--- src/hdl/sq_flow_control_tracker_macros.svh ---
// Assertion macros for the submission queue flow-control tracker.
// Used by the top level only; needs i_clk and i_rst_n in the including scope.
`ifndef SQ_FLOW_CONTROL_TRACKER_MACROS_SVH
`define SQ_FLOW_CONTROL_TRACKER_MACROS_SVH

// Same-cycle implication, checked outside reset.
`define SQFC_ASSERT_NOW(lbl, ante, cons, msg) \
    lbl: assert property (@(posedge i_clk) disable iff (!i_rst_n) (ante) |-> (cons)) \
        else $error(msg);

// Next-cycle implication, checked outside reset.
`define SQFC_ASSERT_NEXT(lbl, ante, cons, msg) \
    lbl: assert property (@(posedge i_clk) disable iff (!i_rst_n) (ante) |=> (cons)) \
        else $error(msg);

`endif

--- src/hdl/sqfc_pkg.sv ---
// Shared types, codes and helpers for the submission queue flow-control tracker.
// No dependencies; every other file but the assertion macro header refers to this package by scoped names.
package sqfc_pkg;

    // Operation codes of an input word.
    localparam logic [1:0] OP_CONNECT  = 2'd0;
    localparam logic [1:0] OP_SUBMIT   = 2'd1;
    localparam logic [1:0] OP_RESPONSE = 2'd2;

    // Result codes.
    localparam logic [3:0] RC_OK          = 4'd0;
    localparam logic [3:0] RC_FULL        = 4'd1;
    localparam logic [3:0] RC_EMPTY       = 4'd2;
    localparam logic [3:0] RC_LINK_ERR    = 4'd3;
    localparam logic [3:0] RC_BAD_SETUP   = 4'd4;
    localparam logic [3:0] RC_REJECTED    = 4'd5;
    localparam logic [3:0] RC_CID_MISS    = 4'd6;
    localparam logic [3:0] RC_NO_HEAD     = 4'd7;
    localparam logic [3:0] RC_FC_REFUSED  = 4'd8;
    localparam logic [3:0] RC_AUTH_NEEDED = 4'd9;

    // Configuration register indexes.
    localparam logic [2:0] REG_QUEUE_ENTRIES = 3'd0;
    localparam logic [2:0] REG_ADMIN_ROLE    = 3'd1;
    localparam logic [2:0] REG_QUEUE_NUMBER  = 3'd2;
    localparam logic [2:0] REG_WANT_FC       = 3'd3;
    localparam logic [2:0] REG_KEEP_ALIVE    = 3'd4;

    // Command ID that is never handed out, and the head value that turns off flow control.
    localparam logic [15:0] CID_SKIP   = 16'hFFFF;
    localparam logic [15:0] NO_FC_HEAD = 16'hFFFF;

    typedef struct packed {
        logic [1:0]  op;
        logic        link_ok;
        logic [15:0] rsp_status;
        logic        cid_matches;
        logic        head_valid;
        logic [15:0] head_value;
        logic        auth_request;
        logic [15:0] rsp_controller;
    } t_in_word;

    typedef struct packed {
        logic [3:0]  result_code;
        logic [15:0] issued_cid;
        logic [15:0] head_now;
        logic [15:0] tail_now;
        logic        flow_control_on;
        logic        queue_idle;
        logic [15:0] controller_id;
    } t_out_word;

    // Configuration as the datapath sees it.
    typedef struct packed {
        logic [16:0] queue_entries;
        logic        want_fc;
        logic        setup_ok;
    } t_cfg;

    // Status of the iterative remainder unit.
    typedef struct packed {
        logic busy;
        logic done;
    } t_mod_status;

    // Fast pointer advance: covers every case except p + 1 above a nonzero queue size.
    typedef struct packed {
        logic        slow;
        logic [15:0] val;
    } t_adv;

    function automatic t_adv adv_fast(logic [15:0] p, logic [16:0] q);
        logic [16:0] p1;
        t_adv        r;
        p1     = {1'b0, p} + 17'd1;
        r.slow = 1'b0;
        r.val  = p1[15:0];
        if (q == 17'd0) begin
            r.val = p1[15:0];
        end else if (p1 < q) begin
            r.val = p1[15:0];
        end else if (p1 == q) begin
            r.val = 16'd0;
        end else begin
            r.slow = 1'b1;
        end
        return r;
    endfunction

endpackage

--- src/hdl/sqfc_mod_unit.sv ---
// Iterative remainder unit, one quotient bit per cycle (restoring division).
// Depends on sqfc_pkg for the status struct.
module sqfc_mod_unit (
    input  logic                 i_clk,
    input  logic                 i_rst_n,
    input  logic                 i_start,
    input  logic                 i_clear,
    input  logic [16:0]          i_dividend,
    input  logic [16:0]          i_divisor,
    output sqfc_pkg::t_mod_status o_status,
    output logic [15:0]          o_result
);

    typedef enum logic [1:0] {ST_IDLE, ST_RUN, ST_DONE} t_state;

    t_state      r_state;
    logic [4:0]  r_count;
    logic [16:0] r_div;
    logic [16:0] r_rem;

    logic [17:0] trial;
    logic [16:0] n_rem;

    // One restoring step: bring down the next dividend bit, subtract if it fits.
    always_comb begin
        trial = {r_rem, r_div[16]};
        if (trial >= {1'b0, i_divisor}) begin
            n_rem = 17'(trial - {1'b0, i_divisor});
        end else begin
            n_rem = trial[16:0];
        end
    end

    always_ff @(posedge i_clk) begin
        if (!i_rst_n) begin
            r_state <= ST_IDLE;
            r_count <= 5'd0;
        end else begin
            unique case (r_state)
                ST_IDLE: begin
                    if (i_start) begin
                        r_state <= ST_RUN;
                        r_count <= 5'd16;
                        r_div   <= i_dividend;
                        r_rem   <= 17'd0;
                    end
                end
                ST_RUN: begin
                    r_rem <= n_rem;
                    r_div <= {r_div[15:0], 1'b0};
                    if (r_count == 5'd0) begin
                        r_state <= ST_DONE;
                    end else begin
                        r_count <= r_count - 5'd1;
                    end
                end
                ST_DONE: begin
                    if (i_clear) begin
                        r_state <= ST_IDLE;
                    end
                end
                default: begin
                    r_state <= ST_IDLE;
                end
            endcase
        end
    end

    assign o_status.busy = (r_state == ST_RUN);
    assign o_status.done = (r_state == ST_DONE);
    assign o_result      = r_rem[15:0];

endmodule

--- src/hdl/sqfc_cfg.sv ---
// Configuration registers and the connect setup check.
// Depends on sqfc_pkg for register indexes and the configuration struct.
module sqfc_cfg #(
    parameter int MIN_ADMIN_ENTRIES = 2,
    parameter int MAX_ADMIN_ENTRIES = 4096,
    parameter int MIN_IO_ENTRIES    = 2,
    parameter int MAX_IO_ENTRIES    = 65536
) (
    input  logic           i_clk,
    input  logic           i_rst_n,
    input  logic           i_cfg_we,
    input  logic [2:0]     i_cfg_index,
    input  logic [31:0]    i_cfg_data,
    output sqfc_pkg::t_cfg o_cfg
);

    logic [16:0] r_queue_entries;
    logic        r_admin_role;
    logic [15:0] r_queue_number;
    logic        r_want_fc;
    logic        r_ka_nonzero;

    logic is_admin;
    logic setup_ok;

    always_ff @(posedge i_clk) begin
        if (!i_rst_n) begin
            r_queue_entries <= 17'd32;
            r_admin_role    <= 1'b1;
            r_queue_number  <= 16'd0;
            r_want_fc       <= 1'b1;
            r_ka_nonzero    <= 1'b0;
        end else if (i_cfg_we) begin
            unique case (i_cfg_index)
                sqfc_pkg::REG_QUEUE_ENTRIES: r_queue_entries <= i_cfg_data[16:0];
                sqfc_pkg::REG_ADMIN_ROLE:    r_admin_role    <= i_cfg_data[0];
                sqfc_pkg::REG_QUEUE_NUMBER:  r_queue_number  <= i_cfg_data[15:0];
                sqfc_pkg::REG_WANT_FC:       r_want_fc       <= i_cfg_data[0];
                sqfc_pkg::REG_KEEP_ALIVE:    r_ka_nonzero    <= (i_cfg_data != 32'd0);
                default: ;
            endcase
        end
    end

    // Only whether the keep-alive timeout is nonzero matters to the setup check.
    always_comb begin
        is_admin = (r_queue_number == 16'd0);
        setup_ok = 1'b1;
        if (r_admin_role != is_admin) begin
            setup_ok = 1'b0;
        end else if (is_admin) begin
            if (r_queue_entries < 17'(MIN_ADMIN_ENTRIES) ||
                r_queue_entries > 17'(MAX_ADMIN_ENTRIES)) begin
                setup_ok = 1'b0;
            end
        end else begin
            if (r_queue_entries < 17'(MIN_IO_ENTRIES) ||
                r_queue_entries > 17'(MAX_IO_ENTRIES) || r_ka_nonzero) begin
                setup_ok = 1'b0;
            end
        end
    end

    assign o_cfg.queue_entries = r_queue_entries;
    assign o_cfg.want_fc       = r_want_fc;
    assign o_cfg.setup_ok      = setup_ok;

endmodule

--- src/hdl/sq_flow_control_tracker.sv ---
// A pointer above the queue size makes a word wait in the input register for a true
// remainder from the one-bit-per-cycle remainder unit before its result word lands in
// the output register. Throughput: one word per cycle; while the remainder unit runs or
// a result waits in a stalled output register, the input register holds its word and
// the input stalls. Reset (synchronous, active low) clears pointers, command ID,
// flow-control mode and controller ID, and loads the register defaults 32, 1, 0, 1, 0.
`include "sq_flow_control_tracker_macros.svh"

module sq_flow_control_tracker #(
    parameter int MIN_ADMIN_ENTRIES = 2,
    parameter int MAX_ADMIN_ENTRIES = 4096,
    parameter int MIN_IO_ENTRIES    = 2,
    parameter int MAX_IO_ENTRIES    = 65536
) (
    input  logic                i_clk,
    input  logic                i_rst_n,
    // Input channel.
    input  logic                i_in_valid,
    output logic                o_in_stall,
    input  sqfc_pkg::t_in_word  i_in_word,
    // Output channel.
    output logic                o_out_valid,
    input  logic                i_out_stall,
    output sqfc_pkg::t_out_word o_out_word,
    // Configuration write port.
    input  logic                i_cfg_we,
    input  logic [2:0]          i_cfg_index,
    input  logic [31:0]         i_cfg_data
);

    // The design is a two-register pipe: an input register holds the word while the
    // queue state is updated from it, and the result word lands in an output register.
    // The input register can take one more word while a finished result waits to be taken.

    sqfc_pkg::t_cfg        cfg;
    sqfc_pkg::t_mod_status mod_st;
    logic [15:0]           mod_result;

    // Input register.
    logic                r_in_valid;
    sqfc_pkg::t_in_word  r_in;

    // Queue state.
    logic [15:0] r_head;
    logic [15:0] r_tail;
    logic [15:0] r_next_cid;
    logic        r_fc;
    logic [15:0] r_ctrl_id;

    // Output register.
    logic                r_out_valid;
    sqfc_pkg::t_out_word r_out;

    // Next values.
    logic [15:0]         n_head;
    logic [15:0]         n_tail;
    logic [15:0]         n_next_cid;
    logic                n_fc;
    logic [15:0]         n_ctrl_id;
    logic [3:0]          n_code;
    logic [15:0]         n_cid;
    sqfc_pkg::t_out_word n_out;

    sqfc_pkg::t_adv tail_adv;
    sqfc_pkg::t_adv head_adv;
    logic [15:0]    next_tail;
    logic [15:0]    next_head;
    logic           need_slow;
    logic           adv_ok;
    logic           fire;
    logic [16:0]    mod_dividend;
    logic           idle_agrees;

    sqfc_cfg #(
        .MIN_ADMIN_ENTRIES(MIN_ADMIN_ENTRIES),
        .MAX_ADMIN_ENTRIES(MAX_ADMIN_ENTRIES),
        .MIN_IO_ENTRIES   (MIN_IO_ENTRIES),
        .MAX_IO_ENTRIES   (MAX_IO_ENTRIES)
    ) u_cfg (
        .i_clk      (i_clk),
        .i_rst_n    (i_rst_n),
        .i_cfg_we   (i_cfg_we),
        .i_cfg_index(i_cfg_index),
        .i_cfg_data (i_cfg_data),
        .o_cfg      (cfg)
    );

    // Pointer advance. The common cases (below the size, at the size, or a zero size
    // that wraps in 16 bits) are resolved at once. A pointer above a nonzero size can
    // only come from a controller-reported head or a size change, and then the
    // remainder unit works out (p + 1) mod size while the word waits.
    assign tail_adv = sqfc_pkg::adv_fast(r_tail, cfg.queue_entries);
    assign head_adv = sqfc_pkg::adv_fast(r_head, cfg.queue_entries);

    assign need_slow = r_in_valid &&
        ((r_in.op == sqfc_pkg::OP_SUBMIT && tail_adv.slow) ||
         (r_in.op == sqfc_pkg::OP_RESPONSE && !r_fc && (r_head != r_tail) &&
          r_in.link_ok && head_adv.slow));

    assign mod_dividend = (r_in.op == sqfc_pkg::OP_SUBMIT) ? ({1'b0, r_tail} + 17'd1)
                                                           : ({1'b0, r_head} + 17'd1);

    sqfc_mod_unit u_mod (
        .i_clk     (i_clk),
        .i_rst_n   (i_rst_n),
        .i_start   (need_slow && !mod_st.busy && !mod_st.done),
        .i_clear   (fire),
        .i_dividend(mod_dividend),
        .i_divisor (cfg.queue_entries),
        .o_status  (mod_st),
        .o_result  (mod_result)
    );

    assign next_tail = tail_adv.slow ? mod_result : tail_adv.val;
    assign next_head = head_adv.slow ? mod_result : head_adv.val;

    // The word in the input register completes when its advance is known and the
    // output register is free or being emptied in this cycle.
    assign adv_ok     = !need_slow || mod_st.done;
    assign fire       = r_in_valid && adv_ok && (!r_out_valid || !i_out_stall);
    assign o_in_stall = r_in_valid && !fire;

    // Per-word processing. Connect checks run in a fixed order and the first one that
    // fails names the result; a failed connect leaves the state alone.
    always_comb begin
        n_head     = r_head;
        n_tail     = r_tail;
        n_next_cid = r_next_cid;
        n_fc       = r_fc;
        n_ctrl_id  = r_ctrl_id;
        n_cid      = 16'd0;
        n_code     = sqfc_pkg::RC_BAD_SETUP;
        unique case (r_in.op)
            sqfc_pkg::OP_CONNECT: begin
                priority if (!cfg.setup_ok) begin
                    n_code = sqfc_pkg::RC_BAD_SETUP;
                end else if (!r_in.link_ok) begin
                    n_code = sqfc_pkg::RC_LINK_ERR;
                end else if (r_in.rsp_status != 16'd0) begin
                    n_code = sqfc_pkg::RC_REJECTED;
                end else if (!r_in.cid_matches) begin
                    n_code = sqfc_pkg::RC_CID_MISS;
                end else if (!r_in.head_valid) begin
                    n_code = sqfc_pkg::RC_NO_HEAD;
                end else if (r_in.head_value == sqfc_pkg::NO_FC_HEAD && cfg.want_fc) begin
                    n_code = sqfc_pkg::RC_FC_REFUSED;
                end else if (r_in.auth_request) begin
                    n_code = sqfc_pkg::RC_AUTH_NEEDED;
                end else begin
                    n_code = sqfc_pkg::RC_OK;
                    if (r_in.head_value == sqfc_pkg::NO_FC_HEAD) begin
                        n_fc   = 1'b0;
                        n_head = 16'd0;
                        n_tail = 16'd0;
                    end else begin
                        n_fc   = 1'b1;
                        n_head = r_in.head_value;
                        n_tail = r_in.head_value;
                    end
                    n_next_cid = 16'd0;
                    n_ctrl_id  = r_in.rsp_controller;
                end
            end
            sqfc_pkg::OP_SUBMIT: begin
                if (next_tail == r_head) begin
                    n_code = sqfc_pkg::RC_FULL;
                end else begin
                    // The command ID is used up even when the transmit fails.
                    n_cid      = r_next_cid;
                    n_next_cid = 16'(r_next_cid + 16'd1);
                    if (n_next_cid == sqfc_pkg::CID_SKIP) begin
                        n_next_cid = 16'd0;
                    end
                    if (!r_in.link_ok) begin
                        n_code = sqfc_pkg::RC_LINK_ERR;
                    end else begin
                        n_code = sqfc_pkg::RC_OK;
                        n_tail = next_tail;
                    end
                end
            end
            sqfc_pkg::OP_RESPONSE: begin
                priority if (r_head == r_tail) begin
                    n_code = sqfc_pkg::RC_EMPTY;
                end else if (!r_in.link_ok) begin
                    n_code = sqfc_pkg::RC_LINK_ERR;
                end else begin
                    n_code = sqfc_pkg::RC_OK;
                    if (r_fc) begin
                        // Under flow control the controller reports the head; a
                        // response without one keeps the old head.
                        if (r_in.head_valid) begin
                            n_head = r_in.head_value;
                        end
                    end else begin
                        n_head = next_head;
                    end
                end
            end
            default: begin
                n_code = sqfc_pkg::RC_BAD_SETUP;
            end
        endcase

        n_out.result_code     = n_code;
        n_out.issued_cid      = n_cid;
        n_out.head_now        = n_head;
        n_out.tail_now        = n_tail;
        n_out.flow_control_on = n_fc;
        n_out.queue_idle      = (n_head == n_tail);
        n_out.controller_id   = n_ctrl_id;
    end

    // Input register: loaded whenever the stage is free or completing this cycle.
    always_ff @(posedge i_clk) begin
        if (!i_rst_n) begin
            r_in_valid <= 1'b0;
        end else if (i_in_valid && !o_in_stall) begin
            r_in_valid <= 1'b1;
            r_in       <= i_in_word;
        end else if (fire) begin
            r_in_valid <= 1'b0;
        end
    end

    // Queue state, updated once per completed word.
    always_ff @(posedge i_clk) begin
        if (!i_rst_n) begin
            r_head     <= 16'd0;
            r_tail     <= 16'd0;
            r_next_cid <= 16'd0;
            r_fc       <= 1'b0;
            r_ctrl_id  <= 16'd0;
        end else if (fire) begin
            r_head     <= n_head;
            r_tail     <= n_tail;
            r_next_cid <= n_next_cid;
            r_fc       <= n_fc;
            r_ctrl_id  <= n_ctrl_id;
        end
    end

    // Output register: holds a result word until the receiver takes it.
    always_ff @(posedge i_clk) begin
        if (!i_rst_n) begin
            r_out_valid <= 1'b0;
        end else if (fire) begin
            r_out_valid <= 1'b1;
            r_out       <= n_out;
        end else if (!i_out_stall) begin
            r_out_valid <= 1'b0;
        end
    end

    assign o_out_valid = r_out_valid;
    assign o_out_word  = r_out;

    assign idle_agrees = (r_out.queue_idle == (r_out.head_now == r_out.tail_now));

    // A completed word always shows up in the output register in the next cycle.
    `SQFC_ASSERT_NEXT(a_fire_to_out, fire, r_out_valid && (r_out.head_now == r_head), "lost word")
    // The reserved command ID is never handed out.
    `SQFC_ASSERT_NOW(a_cid_skip, r_out_valid, r_out.issued_cid != sqfc_pkg::CID_SKIP, "bad cid")
    // The remainder unit only runs for a word that is waiting in the input register.
    `SQFC_ASSERT_NOW(a_mod_owner, mod_st.busy || mod_st.done, r_in_valid, "stray remainder")
    // The idle flag agrees with the reported pointers.
    `SQFC_ASSERT_NOW(a_idle_flag, r_out_valid, idle_agrees, "queue idle flag inconsistent")

endmodule

--- config.mk ---
export PLATFORM = sky130hd
export DESIGN_NAME = sq_flow_control_tracker
export DESIGN_NICKNAME = d
export VERILOG_FILES = /design/src/hdl/sqfc_pkg.sv /design/src/hdl/sqfc_mod_unit.sv /design/src/hdl/sqfc_cfg.sv /design/src/hdl/sq_flow_control_tracker.sv
export VERILOG_INCLUDE_DIRS = /design/src /design/src/hdl
export SDC_FILE = /design/constraint.sdc
export NUM_CORES = 1
export LEC_CHECK = 0
export ABC_AREA = 1
export BUFFER_PORTS_ARGS = -buffer_cell sky130_fd_sc_hd__buf_2
export CORE_ASPECT_RATIO = 1.2
export CORE_MARGIN = 2
export CORE_UTILIZATION = 54
export DETAILED_ROUTE_END_ITERATION = 6
export GPL_TIMING_DRIVEN = 0
export HOLD_SLACK_MARGIN = 0.12
export PLACE_DENSITY = 0.84
export SLEW_MARGIN = 5
export SYNTH_ARGS = -nofsm -noshare
export SYNTH_HDL_FRONTEND = slang
export SYNTH_SLANG_ARGS = --single-unit
--- constraint.sdc ---
create_clock -name i_clk -period 7.2 [get_ports i_clk]
set_input_delay 0.36 -clock i_clk [delete_from_list [all_inputs] [get_ports i_clk]]
set_output_delay 0.36 -clock i_clk [all_outputs]
set_load 0.02 [all_outputs]
# --- Yosys cells after proc, flatten, opt, wreduce, memory -nomap -nowiden ---
# Cells that the tools add are included.
totals:
  register_bits: 268
  output_inout_bits: 72
  wordCells: 219
op_classes:
  add_sub_neg: 5
  order_cmp: 6
  n_eq_ne: 30
  n_mux: 96
  bitwise: 1
  n_reduce_logical: 50
op_table:
  columns: ["operator", "n"]
  rows:
  - ["$mux 16", 46]
  - ["$pmux 16 s2", 3]
  - ["$mux 17", 4]
  - ["$pmux 17 s2", 2]
  - ["$eq 16x16->1", 3]
  - ["$add 16x1->17 const B", 2]
  - ["$eq 17x17->1", 2]
  - ["$lt 17x17->1", 2]
  - ["$eq 16x16->1 const B", 2]
  - ["$mux 4", 8]
  - ["$reduce_bool 32->1", 1]
  - ["$mux 1", 23]
  - ["$ge 18x17->1", 1]
  - ["$gt 17x13->1 const B", 1]
  - ["$gt 17x17->1 const B", 1]
  - ["$logic_not 17->1", 1]
  - ["$lt 17x2->1 const B", 1]
  - ["$sub 17x17->17", 1]
  - ["$add 16x1->16 const B", 1]
  - ["$logic_not 16->1", 1]
  - ["$ne 16x16->1", 1]
  - ["$ne 2x2->1 const B", 8]
  - ["$reduce_bool 16->1", 1]
  - ["$reduce_and 2->1", 7]
  - ["24 further kinds", 65]

# --- Logic depth before layout (Yosys ltp) ---
depth:
  depth_word: 17
  depth_mapped: 37
  ltp_nobuf: 36

# --- Hierarchy ---
# From an unflattened synthesis, not the netlist that was laid out.
unflattened:
  hier_cells: 2359
  hier_area_um2: 17176.5
modules_own_cells:
  columns: ["mod", "n_inst", "cells_each", "area_per_inst_um2", "seq_area_each_um2"]
  rows:
  - ["sq_flow_control_tracker", 1, 1637, 12150.4, 5064.9]
  - ["sqfc_mod_unit", 1, 494, 3325.7, 1161.1]
  - ["sqfc_cfg", 1, 228, 1700.4, 720.7]

# --- Worst setup path before layout ---
# No wires, ideal clock.
synth_path:
  kind: "flip-flop to flip-flop"
  start: "register r_head[0]"
  end: "register r_out, in the netlist o_out_word[0] (enable)"
  setup_time_ps: 499
  arrival_ps: 6253
  t_required_ps: 6701
  path_slack_ps: 448
  stages_incl_launch_ff: 22
  n_path_buf: 2
  path_cell_list: "dfxtp_1 > ha_1 > nand3_1 > nor2_1 > nand4_1 > nor3_1 > nand3_1 > nor2_1 > nand2_1 > xor2_1 > ha_1 > a21oi_1 > o21ai_0 > a21oi_1 > nand3_1 > nand3_1 > o32ai_1 > a21oi_1 > nand2_1 > clkbuf_1 > clkbuf_1 > nor2_1"
synth_via:
  elab_chain_len: 13
synth_rtl:
  columns: ["element", "line", "rtl"]
  rows:
  - ["start: declaration", "sq_flow_control_tracker.sv:44", "logic [15:0] r_head;"]
  - ["start signal: assignment", "sq_flow_control_tracker.sv:235", "r_head <= n_head;"]
  - ["parallel branches: the longest is 5 deep, another holds $add 16x1->17", null, null]
  - ["$logic_and 1x1->1 *", "sq_flow_control_tracker.sv:98", "r_in.link_ok && head_adv.slow));"]
  - ["$logic_or 1x1->1 *", "sq_flow_control_tracker.sv:96", "((r_in.op == sqfc_pkg::OP_SUBMIT && tail_adv.slow) ||"]
  - ["$logic_and 1x1->1 *", "sq_flow_control_tracker.sv:95", "assign need_slow = r_in_valid &&"]
  - ["$logic_not 1->1 *", "sq_flow_control_tracker.sv:119", "assign adv_ok = !need_slow || mod_st.done;"]
  - ["$logic_or 1x1->1 *", "sq_flow_control_tracker.sv:119", null]
  - ["$logic_and 1x1->1 * (2 in a row)", "sq_flow_control_tracker.sv:120", "assign fire = r_in_valid && adv_ok && (!r_out_valid || !i_out_stall);"]
  - ["$reduce_and 2->1 (no source line) *", null, null]
  - ["end signal: assignment", "sq_flow_control_tracker.sv:249", "r_out <= n_out;"]
  - ["end: declaration", "sq_flow_control_tracker.sv:52", "sqfc_pkg::t_out_word r_out;"]
# Mark *: on every way between the ends.
# A chain may end at the register's enable or synchronous reset.

# --- Worst setup path in the final report ---
layout_path:
  start: "register r_head[0]"
  end: "register r_out, in the netlist o_out_word[27] (enable)"
# Same word-level chain as after synthesis.

==> impl_results.md <==
* Run status: finished clean
* Worst-Skew Late Latency at 580 ps
* Total grt overflow at 0
* Final Hold Viols at 0
* Kind of cell adding the most delay to the critical path: simple AND/OR/NAND/NOR gates
* Data required time at the worst endpoint at 7510 ps
* FFs w/ async S/R, synth at 0%
* Post-Synthesis Cell Area at 15700 sq um
* Htree depth at 1
* Initial Util at 54.8%
* Overall routed net length at 58400 microns
* EDFF count, synth at 158
* Count of antenna diodes in the layout at 0
* Count of buffering cells on the critical path with inverters included at 5
* Maximum achievable frequency at 162 MHz
* Tightest Hold Check Type: input pin to register
* Number of DRC violations after detailed routing at 0
* Quantity of gates resized following cts at 0
* Clock slew seen by the registers of the worst setup and hold paths at 70 ps
* DP Wirelength at 42800 microns
* Total Power Consumption at 4640 uW
* Area growth, synth to finish at 20.0%
* Crit path time final at 6190 ps
* Setup crit start: r_head[0]
* Number of iterations in the first detailed-routing pass at 6
* Largest stage delay on the critical path at 680 ps
* RePlAce Congestion at 1.04
* Max_slew headroom at 37.0%
* Final setup slack of the worst path at 1010 ps
* PortBufs at 164
* Largest net degree at the start of global routing at 40
* Initial antenna violation count at 0
* Critical path peak fanout at 39
* Placed cell area at 17200 sq um
* Filler Cell Count at 2409
* Warning count from the yosys run at 0
* Setup Viol. Count Final at 0
* CORE AREA at 28800 sq um
* Number of hold buffers added after cts at 72
* Clock buffer depth at 3
* Worst IR Drop VDD at 0.240 mV
* Final number of max-transition violations at 0
* Layout Skew at 14.4 ps
* Standard-cell rows at 68
* Avg Inst Size Synth at 7.84 sq um
* Worst slew pin tran at 942 ps
* Max Cap Viol at 0
* Critical path arrival at 6500 ps
* Number of buffers added for setup after CTS at 0
* Die area at 30600 sq um
* Pre-CTS WS at 1200 ps
* Root cell of the clock tree: sky130_fd_sc_hd__clkbuf_16
* Post-route cell area at 18900 sq um
* Cells along the critical path: ha_1 -> nand3_1 -> nor2_1 -> nand4_1 -> nor3_1 -> nand3_1 -> nor2_1 -> inv_1 -> nor3_1 -> ha_1 -> nand2_1 -> nor3_1 -> nor3b_1 -> nand4_1 -> nand3_1 -> nand3_1 -> o32ai_1 -> a21oi_1 -> nand2_1 -> clkbuf_1 -> clkbuf_1 -> nor2_4 -> buf_12 -> buf_12
* GRT Util Overall at 37.6%
* CTS sink count at 268
* Remaining antenna violation count after routing at 0
* Post-route clock period utilization at 86.0%
* Critical-path top delay cell: sky130_fd_sc_hd__dfxtp_1
* Startpoint of the worst-slack reg-to-reg timing path: r_head[0]
* Number of vias in the routed layout at 16100
* Number of global-route vias before repair at 15400
* Net count of the finished layout at 2432
* Top cells by area in the synthesized netlist: sky130_fd_sc_hd__edfxtp_1 30%, sky130_fd_sc_hd__dfxtp_1 14%, sky130_fd_sc_hd__nand2_1 9.2%
* Average wire per standard cell at 21.8 microns
* WS Path Type: register to register
* Start point of the worst hold path: i_cfg_index[1]
* Top cell type's share of synthesized area at 30.1%
* TritonCTS clock tree: built
* Most prevalent standard cell on the critical path: sky130_fd_sc_hd__nand3_1
* Kind of start point of the critical path: register
* First-pass GRT wire length at 87800 microns
* Flop and latch count out of synthesis at 268
* CTS buffer count at 26
* Crit end category: register
* Proportion of synthesized chip area in sequential cells at 44.1%
* Post-Synthesis Cells at 2008
* Unrepaired setup endpoints after global routing: no
* Power density of the placed cells at 245 nW/um^2
* Ratio of cells with drive above 1 in the final layout at 13.4%
* Horiz. Die Dim at 160 microns
* Per-cell via count in the routed design at 6.00
* Top cell type by total area after synthesis: sky130_fd_sc_hd__edfxtp_1
* Number of unique standard cell types used by synthesis at 48
* Prevailing post-synth register cell: sky130_fd_sc_hd__edfxtp_1
* Post-Syn Nets at 2164
* Leakage component of the power at 0.00818 uW
* Die Ht at 191 microns
* DRC violation total after the first TritonRoute iteration at 1607
* Ports at 166
-- per-stage QoR --
stage,std cells,hold WS (ps),util [%],TNS (ps)
finish,2681,151,65.7,0
global route,2681,166,65.7,0
CTS,2681,130,65.7,0
detailed placement,2561,438,59.7,0
global placement,2557,434,59.3,-167290
floorplan,2008,425,-,0
-- cell usage after synthesis (2+ instances only) --
cell	instances
sky130_fd_sc_hd__nand2_4	2
sky130_fd_sc_hd__nand3b_1	14
sky130_fd_sc_hd__o22ai_1	2
sky130_fd_sc_hd__nor2_8	2
sky130_fd_sc_hd__edfxtp_1	158
sky130_fd_sc_hd__nor4_1	25
sky130_fd_sc_hd__clkbuf_1	65
sky130_fd_sc_hd__buf_1	2
sky130_fd_sc_hd__a21oi_1	201
sky130_fd_sc_hd__ha_1	61
sky130_fd_sc_hd__buf_6	3
sky130_fd_sc_hd__nand3_2	10
sky130_fd_sc_hd__nand4_1	53
sky130_fd_sc_hd__inv_2	3
sky130_fd_sc_hd__nand2_1	384
sky130_fd_sc_hd__xor2_1	42
sky130_fd_sc_hd__a211oi_1	3
sky130_fd_sc_hd__nor2_1	135
sky130_fd_sc_hd__or2_2	2
sky130_fd_sc_hd__a31oi_1	4
sky130_fd_sc_hd__clkinv_1	2
sky130_fd_sc_hd__o21ai_0	254
sky130_fd_sc_hd__xnor2_1	12
sky130_fd_sc_hd__and3_1	4
sky130_fd_sc_hd__dfxtp_1	110
sky130_fd_sc_hd__buf_2	15
sky130_fd_sc_hd__nand3_1	113
sky130_fd_sc_hd__inv_1	223
sky130_fd_sc_hd__nor2_2	9
sky130_fd_sc_hd__nor3_1	23
sky130_fd_sc_hd__a21o_1	2
sky130_fd_sc_hd__o211ai_1	12
sky130_fd_sc_hd__buf_4	5
sky130_fd_sc_hd__nand2_2	33
sky130_fd_sc_hd__o21ai_1	5
sky130_fd_sc_hd__o31ai_1	2
sky130_fd_sc_hd__o21bai_1	2
-- cell usage in the layout (no fill, tap or decap), drive strengths merged, types with 2 or more instances in the layout --
cell type and count:
nand2 419, a211oi 3, nand3b 14, xor2 43
a31oi 4, a21oi 201, clkinvlp 3, nor3 25
dfxtp 110, ha 61, nand3 123, buf 193
o21bai 2, nor2 146, inv 227, nor4 25
o22ai 2, bufinv 5, o211ai 12, nand4 53
o21ai 259, or2 2, o31ai 3, xnor2 12
edfxtp 158, dlygate4sd3 72, nor3b 2, clkinv 8
and3 4, clkbuf 98, a21o 2
-- final timing paths --
check	endpoint	slack, ps	depth (start not counted)
worst min-delay path	u_cfg.r_want_fc	150	3
worst max register to register	o_out_word[27]	1010	24
worst min register to register	r_ctrl_id[12]	460	2
worst max-delay path	o_out_word[27]	1010	24
-- area by class of cell --
type | instances | area [sq um] | area share, %
Sequential cell | 268 | 6950 | 36.8
Multi-Input combinational cell | 1422 | 7570 | 40.1
Tap cell | 385 | 482 | 2.55
Timing Repair Buffer | 240 | 1640 | 8.66
Buffer | 90 | 398 | 2.11
Inverter | 228 | 856 | 4.53
Clock buffer | 33 | 771 | 4.08
Clock inverter | 15 | 228 | 1.21
-- power by group --
group          internal [uW]  leakage, uW  switching, uW
clock                    942     0.000483            648
combinational            374      0.00532            853
sequential              1740      0.00238           85.0
total                   3050      0.00818           1590
-- tightest hold or removal path, delay by kind of cell --
family	cells	cell delay, ps
compound gates	1	80
buf+inv	1	110
simple gates	1	110
-- flip-flops by register name, summed over array words and instances (netlist names) --
signal	flops
r_next_cid	16
o_out_word	70
r_fc	1
u_mod.r_count	5
u_mod.r_rem	17
r_tail	16
u_mod.r_state	2
u_cfg.r_admin_role	1
u_mod.r_div	17
u_cfg.r_ka_nonzero	1
o_out_valid	1
r_ctrl_id	16
u_cfg.r_queue_number	16
r_in_valid	1
r_in	54
u_cfg.r_queue_entries	17
r_head	16
u_cfg.r_want_fc	1
-- per-layer routing --
| metal | part of all wire, % | GRT usage (%) | vias up |
|---|---|---|---|
| met5 | 0 | 0 | - |
| met4 | 8.4 | 26.9 | 0 |
| met3 | 8.9 | 5.36 | 267 |
| met2 | 47 | 63.8 | 1074 |
| met1 | 36 | 43.8 | 7370 |
| li1 | - | - | 7376 |
-- logic make-up after synthesis --
kind of cell	synth area share [%]
AO/OA/AOI/OAI	16.2
flip-flops	44.1
XOR/XNOR	3.11
AND/OR/NAND/NOR	23.7
adder cells (fa/ha/maj)	4.97
buffers and inverters	7.96
Note: power is estimated with default switching activity, not from simulation.
